===== config.mk =====
export PLATFORM = sky130hd
export DESIGN_NAME = isq_controller
export DESIGN_NICKNAME = d
export VERILOG_FILES = /design/src/sv/isq_pkg.sv /design/src/sv/isq_controller.sv
export SDC_FILE = /design/constraint.sdc
export NUM_CORES = 1
export LEC_CHECK = 0
export BUFFER_PORTS_ARGS = -buffer_cell sky130_fd_sc_hd__buf_2
export CORE_MARGIN = 8
export CORE_UTILIZATION = 45
export DETAILED_ROUTE_END_ITERATION = 8
export HOLD_SLACK_MARGIN = 0.12
export PLACE_DENSITY = 0.8
export SLEW_MARGIN = 10
export SYNTH_ARGS = -nofsm -noshare
export SYNTH_HDL_FRONTEND = slang
export SYNTH_SLANG_ARGS = --single-unit

===== constraint.sdc =====
create_clock -name clk -period 2.4 [get_ports clk]
set_input_delay 0.24 -clock clk [delete_from_list [all_inputs] [get_ports clk]]
set_output_delay 0.24 -clock clk [all_outputs]
set_load 0.01 [all_outputs]

===== src/sv/isq_pkg.sv =====
// ----------------------------------------------------------------------------
// isq_pkg: shared definitions for the indexed sequence store
// Command and status codes, and the control and status groups that pass
// between the controller and the datapath.
// ----------------------------------------------------------------------------
package isq_pkg;

  localparam logic [3:0] CMD_PUSH_FRONT = 4'd0;
  localparam logic [3:0] CMD_PUSH_REAR  = 4'd1;
  localparam logic [3:0] CMD_INSERT     = 4'd2;
  localparam logic [3:0] CMD_POP_FRONT  = 4'd3;
  localparam logic [3:0] CMD_POP_REAR   = 4'd4;
  localparam logic [3:0] CMD_REMOVE     = 4'd5;
  localparam logic [3:0] CMD_FIND       = 4'd6;
  localparam logic [3:0] CMD_READ       = 4'd7;
  localparam logic [3:0] CMD_WRITE      = 4'd8;

  localparam logic [1:0] ST_OK    = 2'd0;
  localparam logic [1:0] ST_RANGE = 2'd1;
  localparam logic [1:0] ST_EMPTY = 2'd2;
  localparam logic [1:0] ST_FULL  = 2'd3;

  localparam logic [1:0] PTR_POS   = 2'd0;
  localparam logic [1:0] PTR_COUNT = 2'd1;
  localparam logic [1:0] PTR_ZERO  = 2'd2;

  typedef struct packed {
    logic       load;
    logic       ptr_load;
    logic [1:0] ptr_src;
    logic       shift_rd;
    logic       shift_up;
    logic       rd_ptr;
    logic       cap_value;
    logic       find_rd;
    logic       put;
    logic       cnt_inc;
    logic       cnt_dec;
    logic       set_status;
    logic [1:0] status;
  } ctl_t;

  typedef struct packed {
    logic [3:0] cmd;
    logic       pos_gt_cnt;
    logic       pos_ge_cnt;
    logic       full;
    logic       empty;
    logic       ptr_eq_pos;
    logic       ptr_eq_last;
    logic       ptr_eq_cnt;
    logic       match;
    logic       fpend;
  } st_t;

endpackage


===== src/sv/isq_controller.sv =====
// ----------------------------------------------------------------------------
// isq_controller: command sequencer for the indexed sequence store
// Checks bounds, then steps the datapath through shifts, reads, searches
// and writes, and marks the result beat.
// ----------------------------------------------------------------------------
module isq_controller import isq_pkg::*; (
  input  logic clk,
  input  logic rst,
  input  logic start,
  output logic busy,
  output logic done,
  output ctl_t ctl,
  input  st_t  st
);

  localparam logic [3:0] S_IDLE   = 4'd0;
  localparam logic [3:0] S_DECIDE = 4'd1;
  localparam logic [3:0] S_UP     = 4'd2;
  localparam logic [3:0] S_PUT    = 4'd3;
  localparam logic [3:0] S_RD     = 4'd4;
  localparam logic [3:0] S_CAP    = 4'd5;
  localparam logic [3:0] S_DOWN   = 4'd6;
  localparam logic [3:0] S_FIND   = 4'd7;
  localparam logic [3:0] S_DONE   = 4'd8;

  logic [3:0] state;
  logic [3:0] state_next;

  always_ff @(posedge clk) begin
    if (rst) begin
      state <= S_IDLE;
    end else begin
      state <= state_next;
    end
  end

  assign busy = state != S_IDLE;
  assign done = state == S_DONE;

  always_comb begin
    ctl        = '0;
    state_next = state;
    case (state)
      S_IDLE: begin
        if (start) begin
          ctl.load   = 1'b1;
          state_next = S_DECIDE;
        end
      end
      S_DECIDE: begin
        state_next = S_DONE;
        if (st.cmd inside {CMD_PUSH_FRONT, CMD_PUSH_REAR, CMD_INSERT}) begin
          if (st.pos_gt_cnt) begin
            ctl.set_status = 1'b1;
            ctl.status     = ST_RANGE;
          end else if (st.full) begin
            ctl.set_status = 1'b1;
            ctl.status     = ST_FULL;
          end else begin
            ctl.ptr_load = 1'b1;
            ctl.ptr_src  = PTR_COUNT;
            state_next   = S_UP;
          end
        end else if (st.cmd inside {CMD_POP_FRONT, CMD_POP_REAR}) begin
          if (st.empty) begin
            ctl.set_status = 1'b1;
            ctl.status     = ST_EMPTY;
          end else begin
            ctl.ptr_load = 1'b1;
            ctl.ptr_src  = PTR_POS;
            state_next   = S_RD;
          end
        end else if (st.cmd inside {CMD_REMOVE, CMD_READ, CMD_WRITE}) begin
          if (st.pos_ge_cnt) begin
            ctl.set_status = 1'b1;
            ctl.status     = ST_RANGE;
          end else begin
            ctl.ptr_load = 1'b1;
            ctl.ptr_src  = PTR_POS;
            state_next   = (st.cmd == CMD_WRITE) ? S_PUT : S_RD;
          end
        end else if (st.cmd == CMD_FIND) begin
          ctl.ptr_load = 1'b1;
          ctl.ptr_src  = PTR_ZERO;
          state_next   = S_FIND;
        end
      end
      S_UP: begin
        if (st.ptr_eq_pos) begin
          state_next = S_PUT;
        end else begin
          ctl.shift_rd = 1'b1;
          ctl.shift_up = 1'b1;
        end
      end
      S_PUT: begin
        ctl.put     = 1'b1;
        ctl.cnt_inc = st.cmd != CMD_WRITE;
        state_next  = S_DONE;
      end
      S_RD: begin
        ctl.rd_ptr = 1'b1;
        state_next = S_CAP;
      end
      S_CAP: begin
        ctl.cap_value = 1'b1;
        state_next    = (st.cmd == CMD_READ) ? S_DONE : S_DOWN;
      end
      S_DOWN: begin
        if (st.ptr_eq_last) begin
          ctl.cnt_dec = 1'b1;
          state_next  = S_DONE;
        end else begin
          ctl.shift_rd = 1'b1;
        end
      end
      S_FIND: begin
        if (st.match) begin
          state_next = S_DONE;
        end else if (st.ptr_eq_cnt) begin
          if (!st.fpend) begin
            state_next = S_DONE;
          end
        end else begin
          ctl.find_rd = 1'b1;
        end
      end
      S_DONE: begin
        state_next = S_IDLE;
      end
      default: begin
        state_next = S_IDLE;
      end
    endcase
  end

endmodule


### Word level (Yosys, flattened, before mapping)

Cells that the tools add are included.

| storage, ports and cells | value |
|---|---|
| register bits | 4 |
| bits in writable memories | 0 |
| word-level logic and storage cells | 78 |
| memories kept | 0 |
| latch bits | 0 |
| memory bits (read-only) | 0 |

| cells by class | value |
|---|---|
| $lt $le $gt $ge | 0 |
| mux-type cells | 48 |
| $mul | 0 |
| $add $sub $neg | 0 |
| bitwise operators | 0 |
| divide/modulo/power cells | 0 |
| reductions and logical operators | 7 |
| equal/unequal tests | 22 |
| shift-type cells | 0 |

Operator list:

| kind | number |
|---|---|
| $mux W4 | 15 |
| $mux W3 | 18 |
| $eq A4 B3 Y1 const B | 8 |
| $pmux W4 S8 | 1 |
| $eq A4 B2 Y1 const B | 4 |
| $mux W1 | 11 |
| $eq A4 B1 Y1 const B | 2 |
| $eq A4 B4 Y1 const B | 2 |
| $logic_not A4 Y1 | 2 |
| $ne A2 B2 Y1 const B | 3 |
| $ne A3 B3 Y1 const B | 2 |
| $reduce_bool A3 Y1 | 2 |
| $reduce_and A5 Y1 | 1 |
| $mux W2 | 2 |
| $ne A4 B4 Y1 const B | 1 |
| $reduce_bool A4 Y1 | 1 |
| $pmux W1 S2 | 1 |
| $reduce_bool A2 Y1 | 1 |

### Logic depth before layout (Yosys ltp)

Gate-level depths: netlist of the first run.

| depth | value |
|---|---|
| depth in word-level cells | 7 |
| mapped depth | 7 |

### Least setup slack after synthesis of the first run

OpenSTA, ideal clock, no wires.

| timing | value |
|---|---|
| path kind | flip-flop to flip-flop |
| start | register state[2] |
| end | register state[0] |
| path slack | 801 ps |
| stages on the path, launching flop included | 7 |
| data arrival time | 1,481 ps |
| clock period less this slack | 1,599 ps |
| path through | dfxtp_1 > buf_2 > or4_1 > nor2_1 > or4_4 > o21bai_1 > a21oi_2 |

| on the way | value |
|---|---|
| cells in the longest elaborated chain, start to end | 3 |
| elaborated cells between the ends (all ways) | 15 |
| classes of those cells | eq/ne (12); mux (1); reduce/logical (2) |

Ends and longest elaborated chain:

| element | RTL line | source |
|---|---|---|
| from (decl) | isq_controller.sv:26 | `logic [3:0] state;` |
| from (signal assigned) | isq_controller.sv:33 | `state <= state_next;` |
| $eq A4 B3 Y1, or another cell as far along | isq_controller.sv:43 | `case (state)` |
| $ne A3 B3 Y1 (no source line) or $ne A2 B2 Y1 (tied branches) | -- |  |
| $reduce_and A5 Y1 (no source line) | -- |  |

Parallel ways exist; a longest one is shown, timed or not.
A chain may end at the register's enable or synchronous reset.

==> impl_metrics.tcl, run 1 <==
set metrics [dict create \
    status "completed" \
    dr.pass1.iters 4 \
    portBuffers 32 \
    arrival_ns 1.51 \
    synth_area_per_cell_um2 6.740 \
    r2r_setup_slack_ns 0.68 \
    leakage_nw 0.3806 \
    wire_per_inst_um 14.10 \
    core.rowCount 13 \
    wl_met1_um 915 \
    fin_crit_sh_pct 73.01 \
    ys_types 39 \
    grt_max_degree 17 \
    cts_root_buffer "clkbuf_4" \
    end_kind "primary output" \
    fin_tns_setup_ns 0 \
    antenna_found_initial 0 \
    crit_fanout 11 \
    synthTopCellsByArea "dfxtp_1 (13%), nor3_1 (7.2%), nor2_1 (6.0%)" \
    slew_headroom_pct 70.94 \
    final_layout_size_suffix_gt1_share_pct 36.36 \
    hpwl_um 1544 \
    hold_depth 2 \
    wl_met3_um 229 \
    cts_buffers 3 \
    largest_reg_flops 4 \
    r2r-end "state[1]" \
    seqPwrFrac_pct 26.7 \
    stdcell_area_um2 795.8 \
    cts_buffer_depth 2 \
    diodes 0 \
    num_vias 788 \
    die-width_um 53.32 \
    wl_um 1917 \
    grt_pass1_vias 749 \
    mostFrequentLayoutCell "buf_2" \
    fin_nets 139 \
    clock_sinks 4 \
    top_layer "met3" \
    pin_count 33 \
    gp_congestion 0.8923 \
    die-area_mm2 0.002843 \
    path_clk_slew_ns 0.04 \
    p_total_w 0.0003355 \
    timing.hold.worst.class "in2reg" \
    start_util_pct 48.17 \
    tightest_slew_ns 0.4350 \
    reg_top3 "state: 4 flops" \
    syn_area_um2 626.9 \
    cp_cell_sequence "nor2b_1 -> a2111oi_2 -> buf_2" \
    grt_usage_pct 13.91 \
    layout_common_cells "buf_2 (32), nor2_1 (10), nor3_1 (9)" \
    finalSetupViolations 0 \
    critPathLaunchType "flop" \
    finClkSkew_ns 0.003000 \
    period_minus_slack_ns 1.752 \
    synthArstFlopShare_pct 0 \
    grt_first_pass_wirelength_um 3215 \
    worstHoldEndpoint "state[0]" \
    yosys.area.top_type "dfxtp_1" \
    rsz0062_at_grt "no" \
    path_class "reg2out" \
    finalMaxSlewViolations 0 \
    finalHoldViolCount 0 \
    top_register "state" \
    cp.required_ns 2.16 \
    remaining_drc_errors 0 \
    power_frac_clock_pct 24.6 \
    r2r_start "state[2]" \
    power.density_mw_per_mm2 421.6 \
    cts_max_level 1 \
    ff2ff_path_depth 5 \
    fin_cells 136 \
    antenna_left 0 \
    cts_hold_buf 0 \
    synthCells 93 \
    cap_violations 0 \
    ys_ff_latch 4 \
    hp-start "rst" \
    via_per_inst 5.794 \
    cts_tree "done" \
    synth_edf_count 0 \
    cts_resized 0 \
    cpMaxStageDelayCell "dfxtp_1" \
    insertion_delay_ns 0.23 \
    switching_power_w 0.0001316 \
    postCtsSetupBuffers 0 \
    max_stage_delay_ns 0.54 \
    die_h_um 53.32 \
    synth_top_area_share_pct 12.77 \
    area_delta_synth_final_pct 26.95 \
    peakVddDrop_mv 0.3827 \
    core_area_mm2 0.001301 \
    combinationalPowerShare_pct 48.8 \
    dpl_cell_area_um2 773.2 \
    p_int_w 0.0002039 \
    drt_iter0_markers 21 \
    ys_seq_area_share_pct 12.77 \
    dp.cells 133 \
    max_freq_mhz 570.7 \
    routed-wl-met2_um 773 \
    synth_fp_nets 109 \
    yosys_warnings 0 \
    ys_dominant_reg_cell "dfxtp_1" \
    overflow 0 \
    switching_share_pct 39.23 \
]
## kinds of logic (layout without fill, tap and decap cells)
kind of cell | after synthesis | count (layout) | synth area share (%)
buf+inv | 12 | 40 | 8.184
mux | 1 | 1 | 1.597
simple gates | 51 | 51 | 46.71
compound gates | 25 | 25 | 30.74
flops | 4 | 4 | 12.77
## final cells by class
class                           instances  area [um^2]
Fill cell                             132        505.5
Multi-Input combinational cell         77        495.5
Timing Repair Buffer                   32        160.2
Sequential cell                         4        80.08
Clock buffer                            3        22.52
Inverter                                5        18.77
Tap cell                               15        18.77
## stage by stage
step                hold slack [ns]  worst slack, ns  utilization (%)
floorplan                    0.3024           0.8013                -
global placement             0.4636           0.6913            59.42
detailed placement           0.4596           0.6597            59.42
CTS                          0.2111           0.6401            61.15
global route                 0.2100           0.5177            61.15
finish                       0.2183           0.6478            61.15
## power by group through the flow
stage                     registers [W]  logic, W  clock network [W]
after CTS                     0.0000893  0.000164          0.0000866
final                         0.0000894  0.000164          0.0000824
after floorplan               0.0000821  0.000120                  0
after detailed placement      0.0000903  0.000164                  0
after global placement        0.0000899  0.000161                  0
after global routing          0.0000918  0.000183          0.0000983
## worst max-delay path by stage
stage,cells past startpoint,from,slack (ns),endpoint
6_report,3,state[2],0.65,ctl[10]
5_1_grt,5,state[2],0.52,state[1]
4_1_cts,3,state[2],0.64,ctl[10]
3_5_place_dp,6,st[11],0.66,state[1]
3_3_place_gp,6,st[11],0.69,state[1]
2_1_floorplan,6,state[2],0.80,state[0]
## critical path: cells and delay by family, from the launching register on
family	cells	cell delay (ns)
AND/OR/NAND/NOR	1	0.12
AO/OA/AOI/OAI	1	0.40
flip-flops	1	0.54
buffers and inverters	1	0.22
## synthesized netlist by cell type (2+ instances only)
library cell,instances
a21oi_1,6
a2111oi_2,2
o21bai_1,2
inv_1,5
nor3_1,9
or4_4,2
clkbuf_1,2
nand3_1,2
nand2b_1,3
nand2_1,6
dfxtp_1,4
nand4_1,2
nor4_1,2
nor2b_1,6
o32ai_1,2
a21o_1,2
buf_2,5
nor2_1,10
## per-layer routing
metal | vias up | global-route usage [%]
li1 | 402 | -
met1 | 338 | 18.22
met2 | 48 | 21.09
met3 | 0 | 6.162
met4 | 0 | 1.261
met5 | - | 0
No activity file was read; power rests on OpenSTA's default activity.
==> inputs of run 2 (changes only) <==
CORE_UTILIZATION = 44   (was 45)
PLACE_DENSITY = 0.78   (was 0.8)
clock period = 1.7 ns   (was 2.4 ns; I/O delays follow)
==> run 2 against run 1 <==
  * Largest power group unchanged
  * Register-to-register slack got worse by 0.53 ns
  * Worst setup slack got worse by 0.55 ns
  * Highest routed layer is now met4
  * Final cell count increased by 4.4%
  * Via count increased by 6.7%
  * Clock power increased by 46%
==> impl_metrics.tcl, run 2 (synthesis results as in run 1) <==
set metrics [dict create \
    status "completed" \
    slew_headroom_pct 70.46 \
    finalHoldViolCount 0 \
    core.rowCount 13 \
    tightest_slew_ns 0.4422 \
    grt_usage_pct 14.13 \
    period_minus_slack_ns 1.605 \
    via_per_inst 5.923 \
    cts_buffers 3 \
    hpwl_um 1618 \
    portBuffers 32 \
    cts_hold_buf 0 \
    finalMaxSlewViolations 0 \
    max_stage_delay_ns 0.47 \
    insertion_delay_ns 0.23 \
    fin_nets 145 \
    drt_iter0_markers 17 \
    end_kind "primary output" \
    grt_first_pass_wirelength_um 3208 \
    finClkSkew_ns 0.0002900 \
    cp_top_family "compound AO/OA/AOI/OAI gates" \
    cts_root_buffer "clkbuf_4" \
    crit_fanout 9 \
    cap_violations 0 \
    dpl_cell_area_um2 818.3 \
    area_delta_synth_final_pct 34.93 \
    cts_tree "done" \
    wire_per_inst_um 14.34 \
    cp.required_ns 1.53 \
    arrival_ns 1.44 \
    peakVddDrop_mv 0.3042 \
    cts_buffer_depth 2 \
    die-area_mm2 0.002889 \
    finalSetupViolations 0 \
    reg_top3 "state: 4 flops" \
    dr.pass1.iters 4 \
    seq_area_um2 85.08 \
    max_freq_mhz 622.9 \
    cts_max_level 1 \
    num_vias 841 \
    p_total_w 0.0005046 \
    path_class "reg2out" \
    crit_buf_inv 1 \
    wl_um 2036 \
    fin_crit_sh_pct 94.43 \
    mostFrequentLayoutCell "buf_2" \
    gp_congestion 0.8752 \
    leakage_nw 0.4105 \
    rsz0062_at_grt "no" \
    postCtsSetupBuffers 0 \
    cp_cell_sequence "nand2b_4 -> a2111oi_2 -> buf_2" \
    die-width_um 53.75 \
    largest_reg_flops 4 \
    core_area_mm2 0.001318 \
    path_clk_slew_ns 0.04 \
    critPathLaunchType "flop" \
    diodes 0 \
    top_register "state" \
    power.density_mw_per_mm2 596.6 \
    stdcell_area_um2 845.8 \
    clock_sinks 4 \
    die_h_um 53.75 \
    layout_common_cells "buf_2 (32), nor2_1 (10), nor3_1 (9)" \
    start_util_pct 47.58 \
    cpMaxStageDelayCell "a2111oi_2" \
    multi_input_area_um2 495.5 \
    timing.hold.worst.class "in2reg" \
    grt_max_degree 13 \
    grt_pass1_vias 760 \
    final_layout_size_suffix_gt1_share_pct 42.52 \
    pin_count 33 \
    antenna_left 0 \
    remaining_drc_errors 0 \
    fillers 114 \
    fin_tns_setup_ns 0 \
    antenna_found_initial 0 \
    overflow 0 \
]
run 2: worst register-to-register path, cell delays in order (launching register included):
cell       delay (ns)
dfxtp_2          0.42
nand2_1          0.11
a2111oi_2        0.48
or4_4            0.23
o21bai_1         0.12
a21oi_2          0.07
run 2: stage by stage:
stage | worst slack [ns] | instances | util (%) | hold WS (ns)
2_1_floorplan | 0.1013 | 93 | - | 0.2324
3_3_place_gp | 0.1192 | 139 | 62.11 | 0.3884
3_5_place_dp | 0.05306 | 139 | 62.11 | 0.4052
4_1_cts | 0.006393 | 142 | 63.91 | 0.1590
5_1_grt | 0.004870 | 142 | 64.20 | 0.1577
6_report | 0.09463 | 142 | 64.20 | 0.1518
run 2: report_power, final:
group	internal, W	switching, W	total [W]	leakage, nW
clock network	0.0000791	0.0000407	0.000120	0.0138
registers	0.000107	0.0000229	0.000130	0.0344
logic	0.000120	0.000135	0.000255	0.362
total	0.000306	0.000198	0.000505	0.410
run 2: path summary, 6_finish.rpt:
check	from	endpoint	slack (ns)	depth (start not counted)
worst max-delay path	state[1]	ctl[10]	0.09	3
worst max register to register	state[1]	state[0]	0.15	5
worst min-delay path	rst	state[0]	0.15	2
worst min register to register	state[1]	state[1]	0.55	2
run 2: layout make-up:
cell class	instances	area share, %
inverters	5	2.219
clock buffers	3	2.663
multi-input cells	77	58.58
flip-flops and latches	4	10.06
well taps	15	2.219
repair buffers	38	24.26
run 2: metal layers:
metal | routed length, um | part of all wire [%] | GRT usage, % | vias up
li1 | - | - | - | 414
met1 | 912 | 45 | 17.96 | 382
met2 | 908 | 45 | 22.20 | 41
met3 | 181 | 8.9 | 2.755 | 4
met4 | 34 | 1.7 | 6.723 | 0
met5 | 0 | 0 | 0 | -
run 2: repair_timing:
| action | 4_1_cts | 5_1_grt |
|---|---|---|
| setup endpoints to repair | 1 | 5 |
| gates resized for setup | 1 | 3 |
| endpoints found under the hold margin | 0 | 0 |
| pin swaps | 0 | 0 |
==> inputs of run 3 (changes only) <==
ABC_AREA = 1   (was unset)
CORE_UTILIZATION = 43   (was 44)
PLACE_DENSITY = 0.77   (was 0.78)
==> run 3 against run 2 <==
  * Via count is 1.8% lower
  * Synthesized area is 3.0% lower
  * Wire length is 9.0% lower
  * Fmax is 0.25% lower
  * Highest routed layer unchanged
==> impl_metrics.tcl, run 3 <==
set metrics [dict create \
    status "completed" \
    layout_common_cells "buf_2 (32), nand2_1 (26), nor2_1 (19), inv_1 (18), nand3_1 (11)" \
    r2r-end "state[0]" \
    worstHoldEndpoint "state[1]" \
    synthTopCellsByArea "nand2_1 (17%), inv_1 (14%), dfxtp_1 (13%)" \
    synth_top_area_share_pct 16.67 \
    core_area_mm2 0.001318 \
    r2r_start "state[3]" \
    r2r_setup_slack_ns 0.29 \
    cp_common_cell "inv_2" \
    peakVddDrop_mv 0.4583 \
    mostFrequentLayoutCell "buf_2" \
    ys_ff_latch 4 \
    cp.required_ns 1.53 \
    arrival_ns 1.44 \
    num_vias 826 \
    seqPwrFrac_pct 19.2 \
    portBuffers 32 \
    remaining_drc_errors 0 \
    yosys.area.top_type "nand2_1" \
    synth_edf_count 0 \
    stdcell_area_um2 820.8 \
    switching_power_w 0.0004224 \
    die-width_um 53.61 \
    cts_hold_buf 0 \
    hpwl_um 1589 \
    antenna_left 0 \
    synth_top_family_by_area "simple AND/OR/NAND/NOR gates" \
    max_freq_mhz 621.4 \
    ff2ff_path_depth 8 \
    pin_count 33 \
    worst_slack_ns 0.09062 \
    timing.hold.worst.class "in2reg" \
    die_h_um 53.61 \
    crit_fanout 5 \
    start_util_pct 46.15 \
    power_frac_clock_pct 14.7 \
    synth_area_per_cell_um2 5.242 \
    via_per_inst 4.946 \
    yosysMostFrequentCell "nand2_1" \
    grt_max_degree 6 \
    top_register "state" \
    cts_buffers 3 \
    synthCells 116 \
    tightest_slew_ns 0.3091 \
    synth_simple_gate_area_share_pct 63.79 \
    grt_usage_pct 13.95 \
    core.rowCount 13 \
    synth-compound-area-share_pct 7.613 \
    antenna_found_initial 0 \
    clock_sinks 4 \
    overflow 0 \
    ys_dominant_reg_cell "dfxtp_1" \
    dp.cells 163 \
    cts_buffer_depth 2 \
    cap_violations 0 \
    max_stage_delay_ns 0.34 \
    grt_pass1_vias 816 \
    fin_nets 170 \
    period_minus_slack_ns 1.609 \
    dpl_cell_area_um2 787.0 \
    critPathLaunchType "flop" \
    hp-start "rst" \
    reg_top3 "state: 4 flops" \
    finClkSkew_ns 0.00006925 \
    synth_common_cells "nand2_1 (27), inv_1 (22), nor2_1 (19)" \
    p_int_w 0.0004057 \
    area_delta_synth_final_pct 34.98 \
    ys_types 19 \
    gp_congestion 0.7823 \
    fin_crit_sh_pct 94.67 \
    synthArstFlopShare_pct 0 \
    power.density_mw_per_mm2 1009 \
    dp_slack_ns 0.3468 \
    syn_area_um2 608.1 \
    combinationalPowerShare_pct 66.1 \
    synth_adder_area_share_pct 0 \
    switching_share_pct 51.01 \
    path_clk_slew_ns 0.04 \
    cpMaxStageDelayCell "dfxtp_1" \
    fin_cells 167 \
    finalMaxSlewViolations 0 \
    cts_tree "done" \
    finalSetupViolations 0 \
    end_kind "primary output" \
    grt_first_pass_wirelength_um 3105 \
    insertion_delay_ns 0.24 \
    diodes 0 \
    ys_seq_area_share_pct 13.17 \
    wl_um 1852 \
    synth_fp_nets 132 \
    path_class "reg2out" \
    wire_per_inst_um 11.09 \
    synthXorXnorAreaFrac_pct 0 \
    hold_depth 2 \
    cts_root_buffer "clkbuf_4" \
    leakage_nw 0.5293 \
    finalHoldViolCount 0 \
    largest_reg_flops 4 \
    final_layout_size_suffix_gt1_share_pct 38.16 \
    cts_max_level 1 \
    synthMuxAreaShare_pct 0 \
    drt_iter0_markers 10 \
    yosys_warnings 0 \
    slew_headroom_pct 79.23 \
    cp_cell_sequence "inv_2 -> nand2_4 -> nor3_4 -> inv_2 -> nor3_1 -> buf_2" \
    dr.pass1.iters 4 \
    die-area_mm2 0.002874 \
]
## run 3: power by group through the flow
| stage | Clock, W | Sequential, W | Combinational, W |
|---|---|---|---|
| 2_1_floorplan | 0 | 0.000150 | 0.000373 |
| 4_1_cts | 0.000120 | 0.000154 | 0.000522 |
| 3_5_place_dp | 0 | 0.000156 | 0.000519 |
| 6_report | 0.000122 | 0.000159 | 0.000547 |
| 3_3_place_gp | 0 | 0.000154 | 0.000512 |
| 5_1_grt | 0.000134 | 0.000164 | 0.000620 |
## run 3: kinds of logic after synthesis
group,after synthesis
AOI/OAI and AO/OA,9
DFF,4
buffers and inverters,25
and+or+nand+nor,78
## run 3: final cells by class
class                   count  area [um^2]
flip-flops and latches      4        81.33
fillers                   135        496.7
well taps                  15        18.77
multi-input cells          87        436.7
inverters                  25        93.84
repair buffers             33        167.7
clock buffers               3        22.52
## run 3: through the flow
step | hold WS [ns] | TNS, ns | total power [W] | utilization, %
global placement | 0.3796 | 0 | 0.0006658 | 59.73
floorplan | 0.2391 | 0 | 0.0005236 | -
detailed placement | 0.3760 | 0 | 0.0006750 | 59.73
global route | 0.1331 | -0.002664 | 0.0009175 | 62.30
finish | 0.1259 | 0 | 0.0008280 | 62.30
CTS | 0.1310 | 0 | 0.0007962 | 61.44
## run 3: repair_timing
| item | in CTS | in global routing |
|---|---|---|
| setup buffers | 0 | 1 |
| endpoints found under the setup margin | 0 | 3 |
| resized for setup | 0 | 6 |
## run 3: critical path, delay by kind of cell, from the launching register on
kind,cells,cell delay [ns]
flops,1,0.34
buf+inv,3,0.32
simple gates,3,0.53
## run 3: routing by layer
metal  part of all wire (%)  global-route usage (%)  wire length [um]  vias to the layer above
met4                    1.1                   7.563                21                        0
met2                     46                   24.22               855                       28
li1                       -                       -                 -                      431
met3                    7.8                   2.479               145                        4
met1                     45                   15.81               830                      363
met5                      0                       0                 0                        -
## run 3: how the worst max path moves through the flow
stage | to | startpoint | cells past startpoint | slack [ns]
after detailed placement | ctl[1] | state[2] | 6 | 0.35
after global routing | ctl[1] | state[3] | 6 | -0.003
final | ctl[1] | state[3] | 6 | 0.09
after CTS | ctl[1] | state[2] | 6 | 0.09
after floorplan | ctl[1] | state[2] | 5 | 0.43
after global placement | ctl[1] | state[2] | 6 | 0.38
